**src/sv/bvse_ram.sv**
```systemverilog
// generic simple dual port ram, one write port and one registered read port
`default_nettype none

module bvse_ram #(
  parameter int WIDTH = 32,
  parameter int DEPTH = 128
) (
  input  wire logic                                     clk,
  input  wire logic                                     wr_en,
  input  wire logic [((DEPTH > 1) ? $clog2(DEPTH) : 1)-1:0] wr_addr,
  input  wire logic [WIDTH-1:0]                         wr_data,
  input  wire logic                                     rd_en,
  input  wire logic [((DEPTH > 1) ? $clog2(DEPTH) : 1)-1:0] rd_addr,
  output logic      [WIDTH-1:0]                         rd_data
);

  logic [WIDTH-1:0] mem [DEPTH];

  // write port
  always_ff @(posedge clk) begin
    if (wr_en) begin
      mem[wr_addr] <= wr_data;
    end
  end

  // registered read port
  always_ff @(posedge clk) begin
    if (rd_en) begin
      rd_data <= mem[rd_addr];
    end
  end

endmodule

`default_nettype wire

```
**config.mk**
```make
export PLATFORM = sky130hd
export DESIGN_NAME = bvse_ram
export DESIGN_NICKNAME = d
export VERILOG_FILES = /design/src/sv/bvse_ram.sv
export SDC_FILE = /design/constraint.sdc
export NUM_CORES = 2
export LEC_CHECK = 0
export BUFFER_PORTS_ARGS = -buffer_cell sky130_fd_sc_hd__buf_2
export CORE_UTILIZATION = 63
export DETAILED_ROUTE_END_ITERATION = 10
export PLACE_DENSITY_LB_ADDON = 0.2
export SLEW_MARGIN = 25
export SYNTH_ARGS = -nofsm -noshare
export SYNTH_HDL_FRONTEND = slang
export SYNTH_SLANG_ARGS = --single-unit
export TNS_END_PERCENT = 100
```
**constraint.sdc**
```tcl
create_clock -name clk -period 4.6 [get_ports clk]
set_input_delay 0.23 -clock clk [delete_from_list [all_inputs] [get_ports clk]]
set_output_delay 0.23 -clock clk [all_outputs]
set_load 0.01 [all_outputs]
```
==> impl_metrics.ini <==
[outcome]
status = finished, final reports clean

[cells_and_area]
drive_gt1_frac = 0.359
syn2layout_area_growth_pct = 13.3
n_fill_cell = 13300
seqCellArea_um2 = 124000
nets = 6567
multiInputGateArea_um2 = 32300

[routing]
firstDrtPassIters = 5
postRouteAntennaNets = 0
drc = 0
wl_um = 418000
drtIter0Drc = 11900
vias_per_cell = 7.23
vias = 73500
wl_per_cell_um = 41.1

[timing]
hold_viol_final = 0
drv_slew = 0
fmax_ghz = 0.327
finalSetupViolations = 0
period_minus_slack_ns = 3.06
period_share = 0.666
fin_tns_setup_ns = 0
max-slew-margin-rel = 0.281
worstMarginPinSlew_ns = 1.08
fin_skew_ns = 0.0570
grt_setup_unrepaired = false

[floorplanning]
die_area_um2 = 251000
core_region_area_um2 = 247000
rows = 182
start_util = 0.635
io_pins = 81
die_width_um = 501
fp.dieH_um = 501

[place]
globalplace.congestion = 0.877
io_buffers = 80
dp_hpwl_um = 225000

[cts]
htreeDepth = 5
cts_inserted_buffers = 410
cts-resized-gates = 0
clk_latency_ns = 1.00
cts.sinks = 4128
clk_pin_slew_worst_paths_ns = 0.06
clk_path_buf_depth = 4
hold_buffers = 41
cts_setup_buffers = 0
cts-root-buf = clkbuf_16
cts_tree = done

[yosys]
synth_edf_count = 4128
synthCells = 5990
synth_most_common_cell = edfxtp_1
synth_largest_area_cell = edfxtp_1
syn-num-nets = 6039
yosysSeqAreaShare = 0.792
synthTopCellsByCount = edfxtp_1 (4128), mux4_2 (1344), clkbuf_1 (182)
yosysWarningCount = 0
ys_ff_latch = 4128
synth-main-ff-cell = edfxtp_1
syn_area_um2 = 157000
yosysUniqueCellTypes = 16
ys_async_sr_fraction = 0
synth_top_area_frac = 0.792
syn_avg_cell_area_um2 = 26.1
synth_area_leaders = edfxtp_1 (79%), mux4_2 (19%), clkbuf_1 (0.44%)

[worst_setup_path]
r2r_start = mem[4][9]$_DFFE_PP_
path_class = in2reg
required_ns = 5.29
endpoint_kind = register
setup.worst_path.start = wr_addr[3]
critPathLaunchType = input pin
cp_data_arrival_time_ns = 3.75
path_max_fanout = 8

[pwr]
worst_ir_drop_vdd_mv = 0.389
power_mw = 78.2
power_per_cell_area_nw_per_um2 = 441
leakage_nw = 54.6

[run]
maxCapViolations = 0

[global_route]
grt_pass1_wl_um = 579000
overflow = 0
grt_pass1_vias = 74300
antenna_found_initial = 61
grt_max_degree = 90
gr-usage-all-layers = 0.341

[hold_path]
hp-class = in2reg
hold_path_startpoint = wr_addr[4]
## stage by stage
step	instances	setup slack (ns)	util	hold WS [ns]	area (um2)
after global placement	9375	0.812	0.666	0.629	164000
final	10200	1.54	0.720	0.0770	177000
after CTS	10100	1.70	0.719	0.00303	177000
after floorplan	5990	1.13	-	0.329	157000
after global routing	10200	1.62	0.720	0.0479	177000
after detailed placement	9375	0.793	0.666	0.643	164000
## cells in the final DEF (no fill, tap or decap), types with 11 or more instances in the layout
cell type      instances
diode_2               22
nor2_4               119
buf_12                73
clkinv_1              94
mux4_2              1344
clkinv_2              74
dlygate4sd3_1         41
clkbuf_16            418
mux2_2                32
buf_2                 42
nand2_1               11
buf_4                270
clkbuf_1              84
clkinvlp_4            16
edfxtp_1            4128
bufinv_16             36
## metal layers
metal  global-route usage  wire length, um  vias to the layer above
met2                0.517           196000                     5920
met4                0.147            19700                       28
met1                0.480           143000                    39200
met5                    0              209                        -
met3               0.0900            58100                      895
li1                     -                -                    27500
## power by group
part           leakage, nW  internal (mW)  total, mW  switching (mW)
Clock                 6.25           18.6       32.4            13.9
Combinational         11.3           1.58       4.13            2.56
Sequential            37.1           41.6       41.7           0.106
## layout make-up
class,instances,share of cell area
well taps,3312,0.0233
repair buffers,432,0.0238
multi-input cells,1546,0.182
clock inverters,231,0.0114
clock buffers,502,0.0607
diodes,22,0.000310
flip-flops and latches,4128,0.698
## registers in the layout, summed over array words and instances, names as in the netlist
register / cells
rd_data: 32
mem: 4096
## cell families (layout without fill, tap and decap cells)
kind of cell           count (synthesis)  after routing  synth area share
other                                  0             22                 0
DFF                                 4128           4128             0.792
and+or+nand+nor                      170            170           0.00445
muxes                               1376           1376             0.196
buffers and inverters                316           1165           0.00837
## path summary, 6_finish.rpt
check	endpoint	slack, ns	cells after the start
setup / recovery	mem[84][2]$_DFFE_PP_	1.54	6
hold / removal	mem[127][17]$_DFFE_PP_	0.08	4
setup reg to reg	rd_data[9]$_DFFE_PP_	1.76	4
hold reg to reg	rd_data[11]$_DFFE_PP_	1.23	4
## worst max-delay path, cell delays in order
cell and delay [ns]:
dlygate4sd3_1 0.65, buf_2 0.24, nor2b_1 0.46, nand3_1 0.73
nor3_2 1.06, buf_4 0.36
Power figures use the tool's default switching activity.
